### src/hdl/nrp_pkg.sv
// Package with the shared types, constants, microprogram and arithmetic helpers.
`default_nettype none
package nrp_pkg;

  localparam int FRAC_BITS = 24;
  localparam int RF_DEPTH = 32;
  localparam int RF_AW = 5;
  localparam int PC_W = 7;

  localparam logic [11:0] MAX_ITER_RST = 12'd500;
  localparam logic [47:0] STEP_TOL_RST = 48'd2814750;
  localparam logic [47:0] NORM_LIM_RST = 48'd2814750;

  localparam logic signed [63:0] WMAX = 64'sh7FFF_FFFF_FFFF_FFFF;
  localparam logic [63:0] ALL_ONES = 64'hFFFF_FFFF_FFFF_FFFF;

  typedef enum logic [1:0] {
    CFG_MAX_ITER = 2'd0,
    CFG_STEP_TOL = 2'd1,
    CFG_NORM_LIM = 2'd2
  } cfg_idx_e;

  typedef enum logic [1:0] {
    ST_CONVERGED = 2'd0,
    ST_LIMIT     = 2'd1,
    ST_SINGULAR  = 2'd2
  } finish_e;

  typedef enum logic [RF_AW-1:0] {
    R_A, R_B, R_C, R_D, R_X, R_Y, R_ZERO, R_XX, R_YY, R_XY, R_RA, R_RD,
    R_BC, R_G0, R_G1, R_H00, R_H01, R_H11, R_DET, R_S0, R_S1, R_T0, R_T1, R_T2
  } reg_e;

  typedef enum logic [3:0] {
    OP_LOOP, OP_ADD, OP_SUB, OP_ADD32, OP_UADD, OP_MUL, OP_SQD, OP_DIV,
    OP_CHKDET, OP_CHKSTEP, OP_OUTXY, OP_OUTN
  } op_e;

  typedef enum logic [2:0] {
    S_IDLE, S_LOAD, S_FETCH, S_EXEC, S_WAIT
  } state_e;

  typedef struct packed {
    op_e  op;
    reg_e dst;
    reg_e sa;
    reg_e sb;
  } uop_t;

  typedef struct packed {
    logic busy;
    logic done;
  } unit_stat_t;

  localparam logic [PC_W-1:0] FIN_PC = 7'd65;

  function automatic uop_t mk(input op_e o, input reg_e d, input reg_e a, input reg_e b);
    uop_t u;
    u.op = o;
    u.dst = d;
    u.sa = a;
    u.sb = b;
    return u;
  endfunction

  function automatic uop_t uop_at(input logic [PC_W-1:0] pc);
    uop_t u;
    case (pc)
      7'd0:  u = mk(OP_LOOP, R_T0, R_ZERO, R_ZERO);
      7'd1:  u = mk(OP_MUL, R_XX, R_X, R_X);
      7'd2:  u = mk(OP_MUL, R_YY, R_Y, R_Y);
      7'd3:  u = mk(OP_MUL, R_XY, R_X, R_Y);
      7'd4:  u = mk(OP_SUB, R_RA, R_A, R_XX);
      7'd5:  u = mk(OP_SUB, R_RD, R_D, R_YY);
      7'd6:  u = mk(OP_SUB, R_T0, R_B, R_XY);
      7'd7:  u = mk(OP_SUB, R_T1, R_C, R_XY);
      7'd8:  u = mk(OP_ADD, R_BC, R_T0, R_T1);
      7'd9:  u = mk(OP_MUL, R_T0, R_X, R_RA);
      7'd10: u = mk(OP_ADD, R_T0, R_T0, R_T0);
      7'd11: u = mk(OP_ADD, R_T0, R_T0, R_T0);
      7'd12: u = mk(OP_MUL, R_T1, R_Y, R_BC);
      7'd13: u = mk(OP_ADD, R_T1, R_T1, R_T1);
      7'd14: u = mk(OP_ADD, R_T0, R_T0, R_T1);
      7'd15: u = mk(OP_SUB, R_G0, R_ZERO, R_T0);
      7'd16: u = mk(OP_MUL, R_T0, R_X, R_BC);
      7'd17: u = mk(OP_ADD, R_T0, R_T0, R_T0);
      7'd18: u = mk(OP_MUL, R_T1, R_Y, R_RD);
      7'd19: u = mk(OP_ADD, R_T1, R_T1, R_T1);
      7'd20: u = mk(OP_ADD, R_T1, R_T1, R_T1);
      7'd21: u = mk(OP_ADD, R_T0, R_T0, R_T1);
      7'd22: u = mk(OP_SUB, R_G1, R_ZERO, R_T0);
      7'd23: u = mk(OP_ADD, R_T0, R_XX, R_XX);
      7'd24: u = mk(OP_ADD, R_T0, R_T0, R_T0);
      7'd25: u = mk(OP_ADD, R_T0, R_T0, R_T0);
      7'd26: u = mk(OP_ADD, R_T1, R_RA, R_RA);
      7'd27: u = mk(OP_ADD, R_T1, R_T1, R_T1);
      7'd28: u = mk(OP_SUB, R_T0, R_T0, R_T1);
      7'd29: u = mk(OP_ADD, R_T1, R_YY, R_YY);
      7'd30: u = mk(OP_ADD, R_T1, R_T1, R_T1);
      7'd31: u = mk(OP_ADD, R_H00, R_T0, R_T1);
      7'd32: u = mk(OP_ADD, R_T0, R_XY, R_XY);
      7'd33: u = mk(OP_ADD, R_T0, R_T0, R_T0);
      7'd34: u = mk(OP_ADD, R_T1, R_BC, R_BC);
      7'd35: u = mk(OP_SUB, R_H01, R_T0, R_T1);
      7'd36: u = mk(OP_ADD, R_T0, R_XX, R_XX);
      7'd37: u = mk(OP_ADD, R_T0, R_T0, R_T0);
      7'd38: u = mk(OP_ADD, R_T1, R_YY, R_YY);
      7'd39: u = mk(OP_ADD, R_T1, R_T1, R_T1);
      7'd40: u = mk(OP_ADD, R_T1, R_T1, R_T1);
      7'd41: u = mk(OP_ADD, R_T0, R_T0, R_T1);
      7'd42: u = mk(OP_ADD, R_T1, R_RD, R_RD);
      7'd43: u = mk(OP_ADD, R_T1, R_T1, R_T1);
      7'd44: u = mk(OP_SUB, R_H11, R_T0, R_T1);
      7'd45: u = mk(OP_MUL, R_T0, R_H00, R_H11);
      7'd46: u = mk(OP_MUL, R_T1, R_H01, R_H01);
      7'd47: u = mk(OP_SUB, R_DET, R_T0, R_T1);
      7'd48: u = mk(OP_CHKDET, R_T0, R_DET, R_ZERO);
      7'd49: u = mk(OP_MUL, R_T0, R_G1, R_H01);
      7'd50: u = mk(OP_MUL, R_T1, R_G0, R_H11);
      7'd51: u = mk(OP_SUB, R_T0, R_T0, R_T1);
      7'd52: u = mk(OP_DIV, R_S0, R_T0, R_DET);
      7'd53: u = mk(OP_MUL, R_T0, R_G0, R_H01);
      7'd54: u = mk(OP_MUL, R_T1, R_G1, R_H00);
      7'd55: u = mk(OP_SUB, R_T0, R_T0, R_T1);
      7'd56: u = mk(OP_DIV, R_S1, R_T0, R_DET);
      7'd57: u = mk(OP_ADD32, R_T0, R_X, R_S0);
      7'd58: u = mk(OP_ADD32, R_T1, R_Y, R_S1);
      7'd59: u = mk(OP_SQD, R_T2, R_T0, R_X);
      7'd60: u = mk(OP_SQD, R_S0, R_T1, R_Y);
      7'd61: u = mk(OP_UADD, R_T2, R_T2, R_S0);
      7'd62: u = mk(OP_ADD, R_X, R_T0, R_ZERO);
      7'd63: u = mk(OP_ADD, R_Y, R_T1, R_ZERO);
      7'd64: u = mk(OP_CHKSTEP, R_T0, R_T2, R_ZERO);
      7'd65: u = mk(OP_SQD, R_T0, R_X, R_ZERO);
      7'd66: u = mk(OP_SQD, R_T1, R_Y, R_ZERO);
      7'd67: u = mk(OP_UADD, R_T0, R_T0, R_T1);
      7'd68: u = mk(OP_OUTXY, R_T0, R_X, R_Y);
      7'd69: u = mk(OP_OUTN, R_T0, R_T0, R_ZERO);
      default: u = mk(OP_OUTN, R_T0, R_T0, R_ZERO);
    endcase
    return u;
  endfunction

  function automatic logic [63:0] mag64(input logic signed [63:0] v);
    logic [63:0] r;
    r = v[63] ? (64'd0 - 64'(v)) : 64'(v);
    return r;
  endfunction

  function automatic logic signed [63:0] sat_mag(input logic [63:0] m, input logic neg);
    logic signed [63:0] r;
    r = m[63] ? WMAX : $signed(m);
    return neg ? -r : r;
  endfunction

  function automatic logic signed [63:0] sadd(input logic signed [63:0] p,
                                              input logic signed [63:0] q);
    logic signed [64:0] s;
    logic signed [63:0] r;
    s = {p[63], p} + {q[63], q};
    if (!s[64] && s[63]) begin
      r = WMAX;
    end else if (s[64] && (!s[63] || (s[62:0] == 63'd0))) begin
      r = -WMAX;
    end else begin
      r = s[63:0];
    end
    return r;
  endfunction

  function automatic logic signed [63:0] sat32(input logic signed [63:0] v);
    logic signed [63:0] r;
    if (v > 64'sd2147483647) begin
      r = 64'sd2147483647;
    end else if (v < -64'sd2147483648) begin
      r = -64'sd2147483648;
    end else begin
      r = v;
    end
    return r;
  endfunction

endpackage
`default_nettype wire

### src/hdl/nrp_fmul.sv
// Multi-cycle fixed-point multiplier built from four 32x32 partial products.
`default_nettype none
module nrp_fmul #(
  parameter int FRAC_BITS = nrp_pkg::FRAC_BITS
) (
  input  wire logic clk_i,
  input  wire logic rst_ni,
  input  wire logic start_i,
  input  wire logic raw_i,
  input  wire logic signed [63:0] a_i,
  input  wire logic signed [63:0] b_i,
  output logic signed [63:0] result_o,
  output nrp_pkg::unit_stat_t stat_o
);

  localparam logic [127:0] RND = 128'd1 << (FRAC_BITS - 1);

  logic busy_q;
  logic [2:0] cnt_q;
  logic [63:0] ma_q, mb_q;
  logic neg_q, raw_q;
  logic [63:0] pp_q;
  logic [1:0] sh_q;
  logic [127:0] acc_q, rnd_q;
  logic [31:0] pa, pb;
  logic [1:0] sh;
  logic [63:0] mfix;
  logic ovf;

  always_comb begin
    case (cnt_q[1:0])
      2'd0: begin pa = ma_q[31:0];  pb = mb_q[31:0];  sh = 2'd0; end
      2'd1: begin pa = ma_q[31:0];  pb = mb_q[63:32]; sh = 2'd1; end
      2'd2: begin pa = ma_q[63:32]; pb = mb_q[31:0];  sh = 2'd1; end
      default: begin pa = ma_q[63:32]; pb = mb_q[63:32]; sh = 2'd2; end
    endcase
  end

  always_ff @(posedge clk_i or negedge rst_ni) begin
    if (!rst_ni) begin
      busy_q <= 1'b0;
      cnt_q <= 3'd0;
    end else if (start_i) begin
      busy_q <= 1'b1;
      cnt_q <= 3'd0;
    end else if (busy_q) begin
      cnt_q <= cnt_q + 3'd1;
      if (cnt_q == 3'd6) begin
        busy_q <= 1'b0;
      end
    end
  end

  always_ff @(posedge clk_i) begin
    if (start_i) begin
      ma_q <= nrp_pkg::mag64(a_i);
      mb_q <= nrp_pkg::mag64(b_i);
      neg_q <= a_i[63] ^ b_i[63];
      raw_q <= raw_i;
      acc_q <= 128'd0;
    end else if (busy_q) begin
      if (cnt_q <= 3'd3) begin
        pp_q <= pa * pb;
        sh_q <= sh;
      end
      if (cnt_q >= 3'd1 && cnt_q <= 3'd4) begin
        acc_q <= acc_q + ({64'd0, pp_q} << {sh_q, 5'd0});
      end
      if (cnt_q == 3'd5) begin
        rnd_q <= raw_q ? acc_q : acc_q + RND;
      end
    end
  end

  assign mfix = 64'(rnd_q >> FRAC_BITS);
  assign ovf = (rnd_q >> (FRAC_BITS + 64)) != 128'd0;
  assign result_o = raw_q ? $signed(rnd_q[63:0])
                  : nrp_pkg::sat_mag(ovf ? nrp_pkg::ALL_ONES : mfix, neg_q);
  assign stat_o.busy = busy_q;
  assign stat_o.done = busy_q && (cnt_q == 3'd6);

endmodule
`default_nettype wire

### config.mk
export PLATFORM = sky130hd
export DESIGN_NAME = nrp_fmul
export DESIGN_NICKNAME = d
export VERILOG_FILES = /design/src/hdl/nrp_pkg.sv /design/src/hdl/nrp_fmul.sv
export SDC_FILE = /design/constraint.sdc
export NUM_CORES = 2
export LEC_CHECK = 0
export BUFFER_PORTS_ARGS = -buffer_cell sky130_fd_sc_hd__buf_4
export CORE_MARGIN = 2
export CORE_UTILIZATION = 40
export CTS_BUF_LIST = sky130_fd_sc_hd__clkbuf_8
export DETAILED_ROUTE_END_ITERATION = 12
export PLACE_DENSITY = 0.64
export SLEW_MARGIN = 20
export SYNTH_ARGS = -nofsm -noshare
export SYNTH_HDL_FRONTEND = slang
export SYNTH_SLANG_ARGS = --single-unit
### constraint.sdc
create_clock -name clk_i -period 16.88 [get_ports clk_i]
set_input_delay 3.376 -clock clk_i [delete_from_list [all_inputs] [get_ports clk_i]]
set_output_delay 3.376 -clock clk_i [all_outputs]
set_load 0.01 [all_outputs]
# After elaboration in Yosys (flattened, before gate mapping)
# Cells that the tools add are included.
dict set report classes {
  mux 15
  multipliers 1
  n_addsub 6
  bitwise_logic 2
  eq_ne 4
  n_reduce_logical 11
  order_cmp 3
  shift 1
}
# cell count
set ops {}
lappend ops {{2-to-1 mux 64 bit} 3}
lappend ops {{2-to-1 mux 63 bit} 3}
lappend ops {{adder 128 bit} 1}
lappend ops {{adder 128 x 24 -> 128 bit (second input constant)} 1}
lappend ops {{2-to-1 mux 128 bit} 1}
lappend ops {{nonzero test 128 bit} 1}
lappend ops {{<< shifter 64 x 7 -> 128 bit} 1}
lappend ops {{subtractor 1 x 64 -> 64 bit (first input constant)} 2}
lappend ops {{multiplier 32 x 32 -> 64 bit} 1}
lappend ops {{2-to-1 mux 32 bit} 2}
lappend ops {{negator 63 -> 64 bit} 1}
lappend ops {{== test 3 bit (second input constant)} 2}
lappend ops {{2-to-1 mux 3 bit} 2}
lappend ops {{AND reduction 3 bit} 2}
lappend ops {{OR reduction 2 bit} 3}
lappend ops {{one-hot mux 2 bit (2 select lines)} 1}
lappend ops {{adder 3 x 1 -> 3 bit (second input constant)} 1}
lappend ops {{greater-or-equal comparator 3 x 1 -> 1 bit (second input constant)} 1}
lappend ops {{<= comparator 3 x 2 -> 1 bit (second input constant)} 1}
lappend ops {{<= comparator 3 bit (second input constant)} 1}
lappend ops {{2-to-1 mux 1 bit} 3}
lappend ops {{== test 2 x 1 -> 1 bit (second input constant)} 1}
lappend ops {{== test 2 bit (second input constant)} 1}
lappend ops {{logical AND 1 bit} 2}
lappend ops {{other kinds (5)} 5}
dict set report word_totals {
  input_bits 132
  wordCells 55
  out_inout_bits 66
  reg_bits 456
}

# Longest topological paths before layout
dict set report depth {
  word_depth 6
  ltp_mapped 37
  mapped_depth_nobuf 33
}

# Worst setup path before layout
# Ideal clock, no wire load.
dict set report synth_path {
  path_kind {register to register}
  startpoint {reg cnt_q[0]}
  endpoint {reg pp_q[57] (data pin)}
  setup_ns 0.258
  t_arrival_ns 9.168
  setup_slack_ns 7.454
  t_required_ns 16.622
  path_buffers 3
  period_less_slack_ns 9.426
  stages_incl_launch_ff 33
  cell_sequence {dfrtp_1 -> inv_1 -> ha_1 -> nor2_1 -> clkbuf_1 -> mux2i_1 -> clkbuf_1 -> nor2_1 -> fa_1 -> fa_1 -> fa_1 -> inv_1 -> fa_1 -> inv_1 -> fa_1 -> fa_1 -> fa_1 -> inv_1 -> fa_1 -> inv_1 -> ha_1 -> clkbuf_1 -> a21o_1 -> a21o_1 -> a221o_1 -> a221oi_1 -> o21ai_0 -> or3_1 -> o21ai_0 -> o31a_1 -> nor2_1 -> a31oi_1 -> xnor2_1}
}
dict set report synth_between {
  elab_chain_cells 4
  word_cells_on_any_way 8
  classes_between {mul (1); eq/ne (2); mux (2); reduce/logical (3)}
}
# item line_no
set synth_rtl {}
lappend synth_rtl {{start, declared} nrp_fmul.sv:19} ;# logic [2:0] cnt_q;
lappend synth_rtl {{start signal, assigned} nrp_fmul.sv:47} ;# cnt_q <= cnt_q + 3'd1;
lappend synth_rtl {{== test 2 x 1 -> 1 bit (tied with other cells)} nrp_fmul.sv:31} ;# case (cnt_q[1:0])
lappend synth_rtl {{OR reduction 2 bit (no line)} --}
lappend synth_rtl {{2-to-1 mux 32 bit} nrp_fmul.sv:31}
lappend synth_rtl {{multiplier 32 x 32 -> 64 bit (*)} nrp_fmul.sv:63} ;# pp_q <= pa * pb;
lappend synth_rtl {{end signal, assigned} nrp_fmul.sv:63}
lappend synth_rtl {{end, declared} nrp_fmul.sv:22} ;# logic [63:0] pp_q;
# Mark *: on every way between the ends. The rest lies on a longest branch, timed or not.
# A chain may end at the register's enable or synchronous reset.

# Worst setup path in the final report
# Same ends and word-level chain as after synthesis.

==> impl_table.tex <==
\begin{tabular}{lr}
\hline
Metric & Value \\
\hline
\multicolumn{2}{l}{\textbf{Status}} \\
\quad Outcome & finished, final reports clean \\
\multicolumn{2}{l}{\textbf{STA}} \\
\quad Count of final setup violators & 0 \\
\quad Final Skew & 0.0924 ns \\
\quad Fmax & 0.0942 GHz \\
\quad Time the worst path needs with I/O delays and setup & 10.61 ns \\
\quad RSZ-0062 raised after global routing & false \\
\quad Worst-margin pin slew & 1.18 ns \\
\quad Final-report hold violation count & 0 \\
\quad Setup Total Neg Slack & 0 ns \\
\quad Max Slew Vio Count & 0 \\
\quad Slew headroom & 0.211 \\
\quad Post-route fraction of the period consumed by the critical path & 0.629 \\
\multicolumn{2}{l}{\textbf{Routing}} \\
\quad First drt pass iteration count & 6 \\
\quad Via Count & 53800 \\
\quad Routed len/inst & 24.1 um \\
\quad Post-route antenna net violation count & 0 \\
\quad WL final & 228 mm \\
\quad Iter 0 DRT Violations & 5114 \\
\quad DRC & 0 \\
\quad Vias per std cell & 5.70 \\
\multicolumn{2}{l}{\textbf{Global routing}} \\
\quad Wire length of the first global-routing pass & 341 mm \\
\quad GR Util All Layers & 0.278 \\
\quad Number of global-route vias before repair & 54800 \\
\quad Total congestion overflow & 0 \\
\quad Antenna violations before repair & 5 \\
\quad Pin count of the biggest net entering global routing & 84 \\
\multicolumn{2}{l}{\textbf{Floorplanning}} \\
\quad Y dimension of the die & 404 um \\
\quad Core outline area & 159000 um\^{}2 \\
\quad Floorplan die width & 404 um \\
\quad Effective utilization at floorplan & 0.403 \\
\quad Number of standard-cell rows in the floorplan & 146 \\
\quad Top-level port count & 198 \\
\quad DIE AREA & 163000 um\^{}2 \\
\multicolumn{2}{l}{\textbf{Clocking}} \\
\quad Clock buffers created by TritonCTS & 81 \\
\quad CTS Root Cell & sky130\_fd\_sc\_hd\_\_clkbuf\_8 \\
\quad Number of setup buffers added after CTS & 0 \\
\quad Deepest level of the CTS H-tree & 3 \\
\quad Maximum clock path buffer count & 3 \\
\quad Gates resized, CTS repair & 0 \\
\quad Number of hold buffers added after CTS & 0 \\
\quad Clock transition at the register clock pins on the worst setup and hold paths after CTS & 0.07 ns \\
\quad TritonCTS clock tree & yes \\
\quad Clock sinks & 456 \\
\quad Clock Latency Late Sink & 0.83 ns \\
\multicolumn{2}{l}{\textbf{Synthesis}} \\
\quad Area leader, netlist & sky130\_fd\_sc\_hd\_\_fa\_1 \\
\quad Mean post-synth cell area & 8.78 um\^{}2 \\
\quad Cells after synthesis & 7286 \\
\quad Yosys top cell area share & 0.281 \\
\quad Syn nets & 8714 \\
\quad Number of flops mapped to enable cells by yosys & 324 \\
\quad Largest cells by area after synthesis & sky130\_fd\_sc\_hd\_\_fa\_1 (28\%), sky130\_fd\_sc\_hd\_\_edfxtp\_1 (15\%), sky130\_fd\_sc\_hd\_\_ha\_1 (7.8\%), sky130\_fd\_sc\_hd\_\_inv\_1 (5.8\%), sky130\_fd\_sc\_hd\_\_nand2\_1 (5.4\%) \\
\quad Share of the yosys chip area belonging to registers & 0.194 \\
\quad Asr flop ratio synth & 0.00877 \\
\quad Most used DFF post-synth & sky130\_fd\_sc\_hd\_\_edfxtp\_1 \\
\quad Netlist Area Pre-Place & 64000 um\^{}2 \\
\quad Cell variety after synth & 84 \\
\quad Number of storage elements in the synthesis netlist & 456 \\
\quad Warnings from Yosys & 0 \\
\multicolumn{2}{l}{\textbf{Final layout}} \\
\quad Leading cell types in the layout, fill and taps excluded & sky130\_fd\_sc\_hd\_\_inv\_1 (1013), sky130\_fd\_sc\_hd\_\_nand2\_1 (922), sky130\_fd\_sc\_hd\_\_fa\_1 (897) \\
\quad Area occupied by multi-input gates & 46800 um\^{}2 \\
\quad Most common library cell in the layout ignoring fill and taps & sky130\_fd\_sc\_hd\_\_inv\_1 \\
\quad NumNets Final & 8730 \\
\quad Count of filler cells inserted in the layout & 15600 \\
\quad Synthesis-to-layout area growth & 8.42\% \\
\quad Layout cells sized above 1 & 0.0805 \\
\quad Total area of sequential cells & 12400 um\^{}2 \\
\multicolumn{2}{l}{\textbf{Setup path}} \\
\quad Cell seen most often among critical-path stages & sky130\_fd\_sc\_hd\_\_fa\_1 \\
\quad Maximum cell stage delay along the critical path & 0.81 ns \\
\quad Kind of critical path & flop to flop \\
\quad Critical path startpoint category & flop \\
\quad R2r startpoint & cnt\_q[0]\$\_DFFE\_PN0P\_ \\
\quad Type of destination of the critical path & flop \\
\quad Crit path DAT & 11.12 ns \\
\quad CP max-delay cell & sky130\_fd\_sc\_hd\_\_buf\_4 \\
\quad R2r setup slk & 6.27 ns \\
\quad Number of cells on the worst reg-to-reg path & 31 \\
\quad Worst r2r dst & pp\_q[57]\$\_DFFE\_PP\_ \\
\quad Maximum fanout along the worst path & 58 \\
\quad Req. time, crit path & 17.39 ns \\
\multicolumn{2}{l}{\textbf{Hold path}} \\
\quad Min-Delay Endpoint & rnd\_q[5]\$\_DFFE\_PP\_ \\
\quad Path category of the worst min-delay check & flop to flop \\
\quad Hold Path Depth & 0 \\
\quad HP Start & acc\_q[5]\$\_SDFFE\_PP0P\_ \\
\multicolumn{2}{l}{\textbf{Placement}} \\
\quad Port Buffers & 197 \\
\quad Detailed placement HPWL & 181 mm \\
\quad RePlAce Congestion & 0.977 \\
\multicolumn{2}{l}{\textbf{Job}} \\
\quad Max-cap violations & 0 \\
\hline
\end{tabular}
[stage by stage]
stage / hold WS [ns] / std cells / utilization / setup slack (ns) / area, um^2
after floorplan: 0.437 / 7286 / - / 7.45 / 64000
after global placement: 0.456 / 9290 / 0.427 / 6.55 / 67700
after detailed placement: 0.461 / 9290 / 0.427 / 6.39 / 67700
after CTS: 0.442 / 9439 / 0.437 / 6.36 / 69300
after global routing: 0.474 / 9443 / 0.437 / 5.89 / 69400
final: 0.447 / 9443 / 0.437 / 6.27 / 69400
[cell families (layout without fill, tap and decap cells)]
logic type                 after synthesis  after routing  share of synthesized area
xor gates and xnor gates               434            434                     0.0594
buffers and inverters                 1348           1430                     0.0792
DFF                                    456            456                      0.194
AOI/OAI and AO/OA                     1130           1130                      0.111
and+or+nand+nor                       2453           2453                      0.170
other                                    0              3                          0
adders and majority gates             1296           1296                      0.359
muxes                                  169            169                     0.0278
[area by class of cell]
type | instances | area share
antenna | 3 | 0.000108
clock inverter | 66 | 0.00729
timing repair buffer | 293 | 0.0322
clock buffer | 83 | 0.0165
inverter | 988 | 0.0535
tap | 2072 | 0.0374
sequential | 456 | 0.179
multi-input combinational | 5482 | 0.674
[state kept, by name, summed over array words and instances (netlist names)]
register / cells
cnt_q: 3
ma_q: 64
neg_q: 1
sh_q: 2
mb_q: 64
busy_q: 1
acc_q: 128
pp_q: 64
raw_q: 1
rnd_q: 128
[cells in the mapped netlist, types with 20 or more instances]
master	number
sky130_fd_sc_hd__inv_1	988
sky130_fd_sc_hd__nand2_1	922
sky130_fd_sc_hd__fa_1	897
sky130_fd_sc_hd__nor2_1	859
sky130_fd_sc_hd__ha_1	399
sky130_fd_sc_hd__clkbuf_1	339
sky130_fd_sc_hd__a21oi_1	338
sky130_fd_sc_hd__edfxtp_1	324
sky130_fd_sc_hd__xnor2_1	324
sky130_fd_sc_hd__o21ai_0	306
sky130_fd_sc_hd__dfxtp_1	128
sky130_fd_sc_hd__a21o_1	124
sky130_fd_sc_hd__xor2_1	110
sky130_fd_sc_hd__nand4_1	100
sky130_fd_sc_hd__mux2i_1	98
sky130_fd_sc_hd__nor3_1	95
sky130_fd_sc_hd__nand3_1	87
sky130_fd_sc_hd__mux2_2	70
sky130_fd_sc_hd__and2_1	54
sky130_fd_sc_hd__nor2b_1	53
sky130_fd_sc_hd__o21bai_1	51
sky130_fd_sc_hd__o31ai_1	49
sky130_fd_sc_hd__or3_1	48
sky130_fd_sc_hd__and3_1	42
sky130_fd_sc_hd__nand2b_1	38
sky130_fd_sc_hd__a22o_1	37
sky130_fd_sc_hd__nor4_1	34
sky130_fd_sc_hd__o41ai_1	33
sky130_fd_sc_hd__or4_1	33
sky130_fd_sc_hd__or2_2	30
sky130_fd_sc_hd__a211oi_1	24
sky130_fd_sc_hd__a2111oi_0	23
sky130_fd_sc_hd__o21a_1	20
[worst max path at each step]
stage / start / endpoint / slack [ns] / cells after the start
6_report: cnt_q[0]$_DFFE_PN0P_ / pp_q[57]$_DFFE_PP_ / 6.27 / 31
5_1_grt: cnt_q[0]$_DFFE_PN0P_ / pp_q[63]$_DFFE_PP_ / 5.89 / 31
4_1_cts: cnt_q[0]$_DFFE_PN0P_ / pp_q[57]$_DFFE_PP_ / 6.36 / 33
3_5_place_dp: cnt_q[0]$_DFFE_PN0P_ / pp_q[57]$_DFFE_PP_ / 6.39 / 33
3_3_place_gp: cnt_q[0]$_DFFE_PN0P_ / pp_q[57]$_DFFE_PP_ / 6.55 / 33
2_1_floorplan: cnt_q[0]$_DFFE_PN0P_ / pp_q[57]$_DFFE_PP_ / 7.45 / 32
[layer usage]
layer,part of all wire,vias up,GRT usage,wire (um)
met5,0,-,0,0
met4,0.061,0,0.138,13900
met3,0.083,606,0.0521,18800
met2,0.46,2547,0.453,105000
met1,0.39,26800,0.352,89800
li1,-,23900,-,-
[worst max-delay path: cells and delay by family (launching register included)]
kind | cells | cell delay (ns)
adder cells (fa/ha/maj) | 10 | 4.78
AO/OA/AOI/OAI | 8 | 2.11
buffers and inverters | 7 | 1.50
AND/OR/NAND/NOR | 4 | 1.00
flip-flops | 1 | 0.44
multiplexers | 1 | 0.30
XOR/XNOR | 1 | 0.09
Power is not shown: default switching activity piles up to over one toggle a cycle in this logic, so the estimate is an artifact.
