File: config.mk
export PLATFORM = sky130hd
export DESIGN_NAME = nrp_fdiv
export DESIGN_NICKNAME = d
export VERILOG_FILES = /design/src/hdl/nrp_pkg.sv /design/src/hdl/nrp_fdiv.sv
export SDC_FILE = /design/constraint.sdc
export NUM_CORES = 1
export LEC_CHECK = 0
export BUFFER_PORTS_ARGS = -buffer_cell sky130_fd_sc_hd__buf_2
export CAP_MARGIN = 20
export CORE_ASPECT_RATIO = 1.2
export CORE_MARGIN = 4
export CORE_UTILIZATION = 40
export DETAILED_ROUTE_END_ITERATION = 7
export PLACE_DENSITY = 0.61
export SKIP_CTS_REPAIR_TIMING = 1
export SYNTH_ARGS = -nofsm -noshare
export SYNTH_HDL_FRONTEND = slang
export SYNTH_SLANG_ARGS = --single-unit
File: constraint.sdc
create_clock -name clk_i -period 4.71 [get_ports clk_i]
set_clock_uncertainty 0.2 [all_clocks]
set_input_delay 0.942 -clock clk_i [delete_from_list [all_inputs] [get_ports clk_i]]
set_output_delay 0.942 -clock clk_i [all_outputs]
set_load 0.02 [all_outputs]
File: src/hdl/nrp_pkg.sv
// Package with the shared types, constants, microprogram and arithmetic helpers.
`default_nettype none
package nrp_pkg;

  localparam int FRAC_BITS = 24;
  localparam int RF_DEPTH = 32;
  localparam int RF_AW = 5;
  localparam int PC_W = 7;

  localparam logic [11:0] MAX_ITER_RST = 12'd500;
  localparam logic [47:0] STEP_TOL_RST = 48'd2814750;
  localparam logic [47:0] NORM_LIM_RST = 48'd2814750;

  localparam logic signed [63:0] WMAX = 64'sh7FFF_FFFF_FFFF_FFFF;
  localparam logic [63:0] ALL_ONES = 64'hFFFF_FFFF_FFFF_FFFF;

  typedef enum logic [1:0] {
    CFG_MAX_ITER = 2'd0,
    CFG_STEP_TOL = 2'd1,
    CFG_NORM_LIM = 2'd2
  } cfg_idx_e;

  typedef enum logic [1:0] {
    ST_CONVERGED = 2'd0,
    ST_LIMIT     = 2'd1,
    ST_SINGULAR  = 2'd2
  } finish_e;

  typedef enum logic [RF_AW-1:0] {
    R_A, R_B, R_C, R_D, R_X, R_Y, R_ZERO, R_XX, R_YY, R_XY, R_RA, R_RD,
    R_BC, R_G0, R_G1, R_H00, R_H01, R_H11, R_DET, R_S0, R_S1, R_T0, R_T1, R_T2
  } reg_e;

  typedef enum logic [3:0] {
    OP_LOOP, OP_ADD, OP_SUB, OP_ADD32, OP_UADD, OP_MUL, OP_SQD, OP_DIV,
    OP_CHKDET, OP_CHKSTEP, OP_OUTXY, OP_OUTN
  } op_e;

  typedef enum logic [2:0] {
    S_IDLE, S_LOAD, S_FETCH, S_EXEC, S_WAIT
  } state_e;

  typedef struct packed {
    op_e  op;
    reg_e dst;
    reg_e sa;
    reg_e sb;
  } uop_t;

  typedef struct packed {
    logic busy;
    logic done;
  } unit_stat_t;

  localparam logic [PC_W-1:0] FIN_PC = 7'd65;

  function automatic uop_t mk(input op_e o, input reg_e d, input reg_e a, input reg_e b);
    uop_t u;
    u.op = o;
    u.dst = d;
    u.sa = a;
    u.sb = b;
    return u;
  endfunction

  function automatic uop_t uop_at(input logic [PC_W-1:0] pc);
    uop_t u;
    case (pc)
      7'd0:  u = mk(OP_LOOP, R_T0, R_ZERO, R_ZERO);
      7'd1:  u = mk(OP_MUL, R_XX, R_X, R_X);
      7'd2:  u = mk(OP_MUL, R_YY, R_Y, R_Y);
      7'd3:  u = mk(OP_MUL, R_XY, R_X, R_Y);
      7'd4:  u = mk(OP_SUB, R_RA, R_A, R_XX);
      7'd5:  u = mk(OP_SUB, R_RD, R_D, R_YY);
      7'd6:  u = mk(OP_SUB, R_T0, R_B, R_XY);
      7'd7:  u = mk(OP_SUB, R_T1, R_C, R_XY);
      7'd8:  u = mk(OP_ADD, R_BC, R_T0, R_T1);
      7'd9:  u = mk(OP_MUL, R_T0, R_X, R_RA);
      7'd10: u = mk(OP_ADD, R_T0, R_T0, R_T0);
      7'd11: u = mk(OP_ADD, R_T0, R_T0, R_T0);
      7'd12: u = mk(OP_MUL, R_T1, R_Y, R_BC);
      7'd13: u = mk(OP_ADD, R_T1, R_T1, R_T1);
      7'd14: u = mk(OP_ADD, R_T0, R_T0, R_T1);
      7'd15: u = mk(OP_SUB, R_G0, R_ZERO, R_T0);
      7'd16: u = mk(OP_MUL, R_T0, R_X, R_BC);
      7'd17: u = mk(OP_ADD, R_T0, R_T0, R_T0);
      7'd18: u = mk(OP_MUL, R_T1, R_Y, R_RD);
      7'd19: u = mk(OP_ADD, R_T1, R_T1, R_T1);
      7'd20: u = mk(OP_ADD, R_T1, R_T1, R_T1);
      7'd21: u = mk(OP_ADD, R_T0, R_T0, R_T1);
      7'd22: u = mk(OP_SUB, R_G1, R_ZERO, R_T0);
      7'd23: u = mk(OP_ADD, R_T0, R_XX, R_XX);
      7'd24: u = mk(OP_ADD, R_T0, R_T0, R_T0);
      7'd25: u = mk(OP_ADD, R_T0, R_T0, R_T0);
      7'd26: u = mk(OP_ADD, R_T1, R_RA, R_RA);
      7'd27: u = mk(OP_ADD, R_T1, R_T1, R_T1);
      7'd28: u = mk(OP_SUB, R_T0, R_T0, R_T1);
      7'd29: u = mk(OP_ADD, R_T1, R_YY, R_YY);
      7'd30: u = mk(OP_ADD, R_T1, R_T1, R_T1);
      7'd31: u = mk(OP_ADD, R_H00, R_T0, R_T1);
      7'd32: u = mk(OP_ADD, R_T0, R_XY, R_XY);
      7'd33: u = mk(OP_ADD, R_T0, R_T0, R_T0);
      7'd34: u = mk(OP_ADD, R_T1, R_BC, R_BC);
      7'd35: u = mk(OP_SUB, R_H01, R_T0, R_T1);
      7'd36: u = mk(OP_ADD, R_T0, R_XX, R_XX);
      7'd37: u = mk(OP_ADD, R_T0, R_T0, R_T0);
      7'd38: u = mk(OP_ADD, R_T1, R_YY, R_YY);
      7'd39: u = mk(OP_ADD, R_T1, R_T1, R_T1);
      7'd40: u = mk(OP_ADD, R_T1, R_T1, R_T1);
      7'd41: u = mk(OP_ADD, R_T0, R_T0, R_T1);
      7'd42: u = mk(OP_ADD, R_T1, R_RD, R_RD);
      7'd43: u = mk(OP_ADD, R_T1, R_T1, R_T1);
      7'd44: u = mk(OP_SUB, R_H11, R_T0, R_T1);
      7'd45: u = mk(OP_MUL, R_T0, R_H00, R_H11);
      7'd46: u = mk(OP_MUL, R_T1, R_H01, R_H01);
      7'd47: u = mk(OP_SUB, R_DET, R_T0, R_T1);
      7'd48: u = mk(OP_CHKDET, R_T0, R_DET, R_ZERO);
      7'd49: u = mk(OP_MUL, R_T0, R_G1, R_H01);
      7'd50: u = mk(OP_MUL, R_T1, R_G0, R_H11);
      7'd51: u = mk(OP_SUB, R_T0, R_T0, R_T1);
      7'd52: u = mk(OP_DIV, R_S0, R_T0, R_DET);
      7'd53: u = mk(OP_MUL, R_T0, R_G0, R_H01);
      7'd54: u = mk(OP_MUL, R_T1, R_G1, R_H00);
      7'd55: u = mk(OP_SUB, R_T0, R_T0, R_T1);
      7'd56: u = mk(OP_DIV, R_S1, R_T0, R_DET);
      7'd57: u = mk(OP_ADD32, R_T0, R_X, R_S0);
      7'd58: u = mk(OP_ADD32, R_T1, R_Y, R_S1);
      7'd59: u = mk(OP_SQD, R_T2, R_T0, R_X);
      7'd60: u = mk(OP_SQD, R_S0, R_T1, R_Y);
      7'd61: u = mk(OP_UADD, R_T2, R_T2, R_S0);
      7'd62: u = mk(OP_ADD, R_X, R_T0, R_ZERO);
      7'd63: u = mk(OP_ADD, R_Y, R_T1, R_ZERO);
      7'd64: u = mk(OP_CHKSTEP, R_T0, R_T2, R_ZERO);
      7'd65: u = mk(OP_SQD, R_T0, R_X, R_ZERO);
      7'd66: u = mk(OP_SQD, R_T1, R_Y, R_ZERO);
      7'd67: u = mk(OP_UADD, R_T0, R_T0, R_T1);
      7'd68: u = mk(OP_OUTXY, R_T0, R_X, R_Y);
      7'd69: u = mk(OP_OUTN, R_T0, R_T0, R_ZERO);
      default: u = mk(OP_OUTN, R_T0, R_T0, R_ZERO);
    endcase
    return u;
  endfunction

  function automatic logic [63:0] mag64(input logic signed [63:0] v);
    logic [63:0] r;
    r = v[63] ? (64'd0 - 64'(v)) : 64'(v);
    return r;
  endfunction

  function automatic logic signed [63:0] sat_mag(input logic [63:0] m, input logic neg);
    logic signed [63:0] r;
    r = m[63] ? WMAX : $signed(m);
    return neg ? -r : r;
  endfunction

  function automatic logic signed [63:0] sadd(input logic signed [63:0] p,
                                              input logic signed [63:0] q);
    logic signed [64:0] s;
    logic signed [63:0] r;
    s = {p[63], p} + {q[63], q};
    if (!s[64] && s[63]) begin
      r = WMAX;
    end else if (s[64] && (!s[63] || (s[62:0] == 63'd0))) begin
      r = -WMAX;
    end else begin
      r = s[63:0];
    end
    return r;
  endfunction

  function automatic logic signed [63:0] sat32(input logic signed [63:0] v);
    logic signed [63:0] r;
    if (v > 64'sd2147483647) begin
      r = 64'sd2147483647;
    end else if (v < -64'sd2147483648) begin
      r = -64'sd2147483648;
    end else begin
      r = v;
    end
    return r;
  endfunction

endpackage
`default_nettype wire

File: src/hdl/nrp_fdiv.sv
// Restoring fixed-point divider that produces one quotient bit per cycle.
`default_nettype none
module nrp_fdiv #(
  parameter int FRAC_BITS = nrp_pkg::FRAC_BITS
) (
  input  wire logic clk_i,
  input  wire logic rst_ni,
  input  wire logic start_i,
  input  wire logic signed [63:0] n_i,
  input  wire logic signed [63:0] d_i,
  output logic signed [63:0] result_o,
  output nrp_pkg::unit_stat_t stat_o
);

  logic busy_q;
  logic [7:0] cnt_q;
  logic [127:0] dvd_q;
  logic [63:0] rem_q;
  logic [63:0] quo_q, md_q;
  logic over_q, neg_q;
  logic [64:0] trial;
  logic qbit;

  assign trial = {rem_q, dvd_q[127]};
  assign qbit = trial >= {1'b0, md_q};

  always_ff @(posedge clk_i or negedge rst_ni) begin
    if (!rst_ni) begin
      busy_q <= 1'b0;
      cnt_q <= 8'd0;
    end else if (start_i) begin
      busy_q <= 1'b1;
      cnt_q <= 8'd0;
    end else if (busy_q) begin
      if (cnt_q[7]) begin
        busy_q <= 1'b0;
      end else begin
        cnt_q <= cnt_q + 8'd1;
      end
    end
  end

  always_ff @(posedge clk_i) begin
    if (start_i) begin
      dvd_q <= {64'd0, nrp_pkg::mag64(n_i)} << FRAC_BITS;
      md_q <= nrp_pkg::mag64(d_i);
      neg_q <= n_i[63] ^ d_i[63];
      rem_q <= 64'd0;
      quo_q <= 64'd0;
      over_q <= 1'b0;
    end else if (busy_q && !cnt_q[7]) begin
      rem_q <= qbit ? 64'(trial - {1'b0, md_q}) : trial[63:0];
      quo_q <= {quo_q[62:0], qbit};
      dvd_q <= {dvd_q[126:0], 1'b0};
      if (qbit && !cnt_q[6]) begin
        over_q <= 1'b1;
      end
    end
  end

  assign result_o = nrp_pkg::sat_mag(over_q ? nrp_pkg::ALL_ONES : quo_q, neg_q);
  assign stat_o.busy = busy_q;
  assign stat_o.done = busy_q && cnt_q[7];

endmodule
`default_nettype wire

## After elaboration in Yosys (flattened, before gate mapping)

Index checks and enable logic that the tools add are counted.

- Bits in registers: 307
- ROM bits: 0
- Latch bits: 0
- Memory bits (writable): 0
- Output and inout bits: 66
- Memories: 0
- Logic and storage cells: 42

- Divide/modulo/power cells: 0
- Bitwise operators: 1
- Add/sub/neg operators: 5
- Mux-type cells: 14
- Order comparisons: 1
- Reductions and logical operators: 9
- Equality and inequality tests: 1
- Multipliers: 0
- Shifts and indexed selects: 0

Operator list:

| operator | count |
|---|---|
| 2-to-1 mux 64 bit | 4 |
| 2-to-1 mux 88 bit | 2 |
| subtractor 1 x 64 -> 64 bit, first input constant | 2 |
| 2-to-1 mux 63 bit | 2 |
| >= comparator 65 x 64 -> 1 bit | 1 |
| negator 63 -> 64 bit | 1 |
| subtractor 64 bit | 1 |
| 2-to-1 mux 8 bit | 3 |
| adder 8 x 1 -> 8 bit, second input constant | 1 |
| AND reduction 2 bit | 2 |
| nonzero test 2 bit | 2 |
| logical AND 1 bit | 3 |
| 2-to-1 mux 1 bit | 3 |
| zero test 1 bit | 2 |
| inequality test 2 bit, second input constant | 1 |
| bitwise XOR 1 bit | 1 |

## Depth between registers and ports, before layout

Gate-level depths: netlist of run 1.

- Word-level depth: 4
- Gate-level depth with buffers: 16
- Mapped depth without buffers: 13

## Worst setup path after synthesis of run 1

OpenSTA, ideal clock, no wires.

- Path kind: reg2out
- Start: register over_q
- End: output result_o[62]
- Data required time: 3568 ps
- Cell stages (with the launch flop): 14
- Data arrival time: 3719 ps
- Path slack: -151 ps
- Cell sequence: dfxtp_1 -> or2_1 -> buf_2 -> clkbuf_1 -> buf_1 -> nor2_1 -> ha_1 -> nor3b_1 -> nand3_1 -> or3_1 -> or2_1 -> or4_1 -> o31ai_1 -> xor2_1

- Word-level cells in the longest chain between the ends: 4

RTL lines:

| element | line | text |
|---|---|---|
| start: declaration | nrp_fdiv.sv:20 | `logic over_q, neg_q;` |
| start signal: assignment | nrp_fdiv.sv:50 | `over_q <= 1'b0;` |
| start signal: assignment | nrp_fdiv.sv:56 | `over_q <= 1'b1;` |
| 2-to-1 mux 64 bit (*) | nrp_fdiv.sv:61 | `assign result_o = nrp_pkg::sat_mag(over_q ? nrp_pkg::ALL_ONES : quo_q, neg_q);` |
| 2-to-1 mux 63 bit (*) | nrp_pkg.sv:152 | `r = m[63] ? WMAX : $signed(m);` |
| negator 63 -> 64 bit | nrp_pkg.sv:153 | `return neg ? -r : r;` |
| 2-to-1 mux 64 bit (*) | nrp_pkg.sv:153 |  |
| end: declaration | nrp_fdiv.sv:11 | `output logic signed [63:0] result_o,` |

Mark *: on every way between the ends. The rest lies on a longest branch, timed or not.

## Final worst setup path of run 1

- Start: register quo_q[12]
- End: output result_o[57]

- Word-level cells in the longest chain between the ends: 4

RTL lines:

| element | line | text |
|---|---|---|
| start: declaration | nrp_fdiv.sv:19 | `logic [63:0] quo_q, md_q;` |
| start signal: assignment | nrp_fdiv.sv:53 | `quo_q <= {quo_q[62:0], qbit};` |
| 2-to-1 mux 64 bit | nrp_fdiv.sv:61 |  |
| 2-to-1 mux 63 bit | nrp_pkg.sv:152 |  |
| negator 63 -> 64 bit | nrp_pkg.sv:153 |  |
| 2-to-1 mux 64 bit | nrp_pkg.sv:153 |  |

Every way passes these cells.

==> results of run 1 <==
## layout by cell type, fill, tap and decap left out, types with 13 or more instances in the layout
cell,synthesis,layout
o31ai_1,42,38
nor2_1,230,229
buf_2,11,190
clkbuf_1,123,13
nand2_1,351,351
and3_1,17,17
inv_1,101,100
o21a_1,14,14
o21ai_0,138,136
o41ai_1,25,25
nand3_1,28,27
a21oi_1,288,288
xnor2_1,100,100
or3_1,25,25
mux2i_1,13,13
buf_4,1,40
clkbuf_16,0,37
a211oi_1,35,35
dfxtp_1,169,166
o311ai_0,16,14
nor3_1,54,53
edfxtp_1,129,129
o21bai_1,15,15
nand4_1,27,27
xor2_1,108,108
nor4_1,16,15
ha_1,68,68
or4_1,23,22
a21o_1,40,40
## routing by layer
layer  share of wire  up-vias  global-route usage
met3           0.044      103              0.0237
met4           0.033        4              0.0735
met1            0.43     8366               0.236
met5         0.00048        -                   0
met2            0.49      405               0.330
li1                -     8839                   -
## power by group
group / internal [mW] / leakage (nW) / total [mW] / switching (mW)
clock: 1.47 / 0.513 / 2.58 / 1.11
sequential: 3.17 / 2.78 / 3.41 / 0.241
combinational: 2.51 / 5.81 / 6.36 / 3.85
## through the flow
step	utilization	TNS, ns
floorplan	-	0
global placement	0.438	0
global route	0.464	-3.92
finish	0.464	-1.82
CTS	0.460	-4.10
detailed placement	0.438	0
## kinds of logic after synthesis
group | count (synthesis) | share of synthesized area
flip-flops | 307 | 0.381
XOR/XNOR | 208 | 0.0927
AO/OA/AOI/OAI | 698 | 0.219
AND/OR/NAND/NOR | 859 | 0.206
multiplexers | 16 | 0.00834
buffers and inverters | 246 | 0.0492
adder cells (fa/ha/maj) | 69 | 0.0443
## worst reg2reg max path, stage by stage, from the launching register on
cell and delay (ns):
edfxtp_1 0.35, inv_1 0.07, ha_1 0.28, a21oi_1 0.31
o211ai_1 0.15, a21oi_1 0.35, a211oi_1 0.16, o31ai_1 0.52
a211oi_1 0.16, buf_4 0.18, nor3_4 0.22, buf_4 0.48
a211oi_1 0.10, a211oi_1 0.27, a21oi_1 0.10
## area by class of cell
| cell class | count | area [um^2] |
|---|---|---|
| antenna | 1 | 2.50 |
| clock buffer | 51 | 988 |
| clock inverter | 13 | 78.8 |
| fill | 4784 | 25900 |
| inverter | 101 | 379 |
| multi-input combinational | 1850 | 11300 |
| sequential | 307 | 7490 |
| tap | 630 | 788 |
| timing repair buffer | 237 | 1380 |
## sequential cells by signal, summed over array words and instances (netlist names)
| name | count |
|---|---|
| dvd_q | 104 |
| md_q | 64 |
| quo_q | 64 |
| rem_q | 64 |
| cnt_q | 8 |
| busy_q | 1 |
| neg_q | 1 |
| over_q | 1 |
## cells in the mapped netlist (all sizes together), types with 6 or more instances
cell type,number,area [um^2]
nand2,351,1320
a21oi,288,1440
nor2,230,863
dfxtp,169,3380
o21ai,139,696
edfxtp,129,3870
clkbuf,124,475
xor2,108,946
inv,101,379
xnor2,100,876
ha,68,851
nor3,57,307
o31ai,46,365
a21o,40,300
a211oi,35,263
or3,33,235
nand3,28,140
or4,28,226
nand4,27,169
o41ai,26,235
buf,21,111
nor4,21,171
and3,18,114
nand2b,16,118
o311ai,16,140
o21bai,15,113
or2,15,93.9
o21a,14,105
mux2i,13,130
a31oi,12,75.1
o22ai,11,68.8
a221o,9,90.1
dfrtp,9,225
nor2b,8,50.1
and2,7,43.8
a211o,6,52.6
a41oi,6,52.6
## final timing paths
kind	start	endpoint	slack (ns)	depth (start not counted)
worst min-delay path	rst_ni	cnt_q[2]	0.05	1
worst max register to register	md_q[9]	rem_q[9]	0.66	14
min in group clk_i	dvd_q[107]	dvd_q[108]	0.25	2
max in group asynchronous	rst_ni	cnt_q[4]	4.07	1
worst min register to register	dvd_q[107]	dvd_q[108]	0.25	2
worst max-delay path	quo_q[12]	result_o[57]	-0.31	11
==> results.json, run 1 <==
{
  "status": "finished, violations left",
  "violations": "negative setup slack",
  "hold_class": "in2async",
  "postRouteWirelength_mm": 51.9,
  "timing.fmax_ghz": 0.199,
  "postRouteAntennaNets": 0,
  "required_ns": 3.57,
  "slew_headroom": 0.278,
  "cap_violations": 0,
  "synthFlopType": "dfxtp_1",
  "grt_pass1_wl_mm": 84.4,
  "gp_congestion": 0.920,
  "io_pins": 197,
  "grtUsageTotal": 0.189,
  "drt_iter0_drc": 1266,
  "area_growth_pct": 14.2,
  "crit_type": "reg2out",
  "grt-ovfl-total": 0,
  "synth-seq-cells": 307,
  "peakVddDrop_mv": 0.277,
  "final_area_um2": 22400,
  "start_util": 0.406,
  "report.final.slew_viol_count": 0,
  "layout.nets": 2733,
  "wl_per_cell_um": 16.3,
  "crit_path_end_kind": "output port",
  "fin_cells": 3190,
  "syn_inst": 2403,
  "crit_chain": "or4_4 > or3_4 > nand4b_4 > or4_4 > nor3_4 > nand2b_4 > or3_4 > nor3_4 > mux2i_1 > o22ai_1 > buf_4",
  "grt_pass1_vias": 17000,
  "path_clk_slew_ns": 0.06,
  "route.detailed.drc": 0,
  "report.final.hold_viol_count": 0,
  "p_total_mw": 12.3,
  "placed_cells": 3115,
  "cp.buffers_inverters": 1,
  "synth_area_um2": 19600,
  "dieHeight_um": 251,
  "port_buffers": 196,
  "critPathMaxFanout": 5,
  "root_buffer": "clkbuf_16",
  "vias": 17700,
  "dp_hpwl_mm": 37.0,
  "synth_nets": 2603,
  "clk_latency_ns": 0.54,
  "cts_htree_levels": 2,
  "whs_ns": 0.0489,
  "cpMaxStageDelayCell": "or4_4",
  "ys_async_sr_fraction": 0.0293,
  "start_kind": "flip-flop",
  "avgSynthCellArea_um2": 8.17,
  "place_ws_ns": 0.126,
  "dieArea_um2": 52700,
  "clock_path_buffers": 3,
  "yosys_warnings": 0,
  "ys_types": 89,
  "grt_max_degree": 142,
  "path_delay_family": "simple AND/OR/NAND/NOR gates",
  "placed_cell_area_um2": 21100,
  "powerDensity_nw_per_um2": 551,
  "period_needed_ns": 5.02,
  "worst_slew_pin_slew_ns": 1.08,
  "setup_viol": 12,
  "core-area_um2": 48300,
  "slowest_delay_ns": 0.61,
  "grt_setup_unrepaired": "true",
  "synth_edf_count": 129,
  "setup_slack_ns": -0.314,
  "fp-row-count": 88,
  "ys_seq_area_frac": 0.381,
  "clock-sinks": 307,
  "final_layout_size_suffix_gt1_frac": 0.138,
  "cts_tree": "done",
  "numCtsBuffers": 36,
  "first_pass_iters": 5,
  "die_width_um": 210,
  "p_leak_nw": 9.10,
  "antenna_found_initial": 3,
  "vias_per_cell": 5.55,
  "period_share": 1.07,
  "crit_arrival_ns": 3.88
}
No activity file was read; power rests on OpenSTA's default activity.
==> run 2: changes to the inputs <==
--- a/config.mk
+++ b/config.mk
@@ -7,7 +7,7 @@
 export LEC_CHECK = 0
 export BUFFER_PORTS_ARGS = -buffer_cell sky130_fd_sc_hd__buf_2
 export CAP_MARGIN = 20
-export CORE_ASPECT_RATIO = 1.2
+export CORE_ASPECT_RATIO = 0.75
 export CORE_MARGIN = 4
 export CORE_UTILIZATION = 40
 export DETAILED_ROUTE_END_ITERATION = 7
==> results.json, run 2 (synthesis results as in run 1) <==
{
  "postRouteWirelength_mm": 55.1,
  "fin_cells": 3220,
  "wl_per_cell_um": 17.1,
  "dieHeight_um": 200,
  "grtUsageTotal": 0.199,
  "path_clk_slew_ns": 0.06,
  "die_width_um": 264,
  "grt-ovfl-total": 0,
  "port_buffers": 196,
  "setup_slack_ns": -0.339,
  "grt_util_met1": 0.305,
  "final_layout_size_suffix_gt1_frac": 0.144,
  "worst_slew_pin_slew_ns": 1.02,
  "regMostFlops": "dvd_q",
  "route.detailed.drc": 0,
  "period_share": 1.07,
  "largest_register_ffs": 104,
  "crit_type": "reg2out",
  "fin_setup_tns_ns": -1.54,
  "use_met3": 0.0342,
  "layout.nets": 2740,
  "area_growth_pct": 15.3,
  "report.final.hold_viol_count": 0,
  "final_cell_mix": "351 x nand2_1, 288 x a21oi_1, 229 x nor2_1",
  "grt_max_degree": 197,
  "period_needed_ns": 5.05,
  "io_pins": 197,
  "critPathMaxFanout": 5,
  "place_ws_ns": 0.128,
  "antenna_found_initial": 5,
  "cts_tree": "done",
  "root_buffer": "clkbuf_16",
  "fp-row-count": 70,
  "grt_pass1_vias": 16400,
  "slew_headroom": 0.320,
  "grt_setup_unrepaired": "true",
  "vias_per_cell": 5.57,
  "powerDensity_nw_per_um2": 563,
  "timing.fmax_ghz": 0.198,
  "crit_chain": "or4_4 > or3_4 > nand4b_4 > or4_4 > nor3_4 > nand2b_4 > or3_4 > nor3_4 > mux2i_1 > o22ai_1 > buf_4",
  "crit_path_end_kind": "output port",
  "dp_hpwl_mm": 39.9,
  "hold_class": "in2async",
  "placed_cells": 3144,
  "required_ns": 3.57,
  "drt_iter0_drc": 1506,
  "clk_latency_ns": 0.56,
  "violations": "negative setup slack",
  "first_pass_iters": 5,
  "path_delay_family": "simple AND/OR/NAND/NOR gates",
  "use_met2": 0.293,
  "start_util": 0.404,
  "cap_violations": 0,
  "status": "finished, violations left",
  "start_kind": "flip-flop",
  "clock-sinks": 307,
  "p_leak_nw": 9.22,
  "setup_viol": 11,
  "crit_arrival_ns": 3.91,
  "grt_pass1_wl_mm": 87.5,
  "grt.busiest_layer": "met1",
  "fill_cells": 4799,
  "core-area_um2": 48600,
  "slowest_delay_ns": 0.59,
  "dieArea_um2": 52800,
  "vias": 18000,
  "cts_htree_levels": 2,
  "gp_congestion": 0.941,
  "report.final.slew_viol_count": 0,
  "clock_path_buffers": 3,
  "numCtsBuffers": 36,
  "cp.buffers_inverters": 1,
  "postRouteAntennaNets": 0,
  "cpMaxStageDelayCell": "or4_4",
  "layout_commonest_cell": "nand2_1",
  "peakVddDrop_mv": 0.291
}
## run 2: through the flow
stage / hold slack, ns / power (mW) / utilization / cell area [um^2]
after floorplan: 0.232 / 7.89 / - / 19700
after global placement: 0.236 / 9.61 / 0.437 / 21300
after detailed placement: 0.244 / 9.66 / 0.437 / 21300
after CTS: 0.00176 / 12.6 / 0.462 / 22500
after global routing: 0.0214 / 13.6 / 0.466 / 22600
final: 0.0243 / 12.7 / 0.466 / 22600
## run 2: worst register-to-register path: cells and delay by family (launching register included)
| family | cells | cell delay (ns) |
|---|---|---|
| xor+xnor | 1 | 0.20 |
| compound gates | 6 | 1.95 |
| buf+inv | 1 | 0.13 |
| fa+ha+maj | 2 | 0.64 |
| flops | 1 | 0.33 |
| simple gates | 3 | 0.66 |
## run 2: cell type report
class / count / area (um^2) / area share
Timing Repair Buffer: 244 / 1420 / 0.0629
Tap cell: 648 / 811 / 0.0358
Antenna cell: 4 / 10.0 / 0.000442
Clock buffer: 50 / 1050 / 0.0464
Multi-Input combinational cell: 1850 / 11300 / 0.500
Clock inverter: 16 / 156 / 0.00691
Inverter: 101 / 379 / 0.0167
Sequential cell: 307 / 7490 / 0.331
## run 2: final timing paths
path                       startpoint            to  cells after the start  slack (ns)
setup / recovery            quo_q[12]  result_o[57]                     11       -0.34
hold / removal                 rst_ni      cnt_q[4]                      1        0.02
setup reg to reg           dvd_q[127]     rem_q[58]                     13        0.48
hold reg to reg             dvd_q[96]     dvd_q[97]                      2        0.24
max in group asynchronous      rst_ni      cnt_q[3]                      1        4.09
min in group clk_i          dvd_q[96]     dvd_q[97]                      2        0.24
## run 2: report_power, final
part	switching [mW]	internal [mW]
clock	1.18	1.68
combinational	3.93	2.53
sequential	0.250	3.17
## run 2: metal layers
| metal | vias up | share of wire |
|---|---|---|
| met2 | 493 | 0.42 |
| met4 | 6 | 0.016 |
| li1 | 8864 | - |
| met3 | 64 | 0.063 |
| met5 | - | 0.00062 |
| met1 | 8523 | 0.50 |
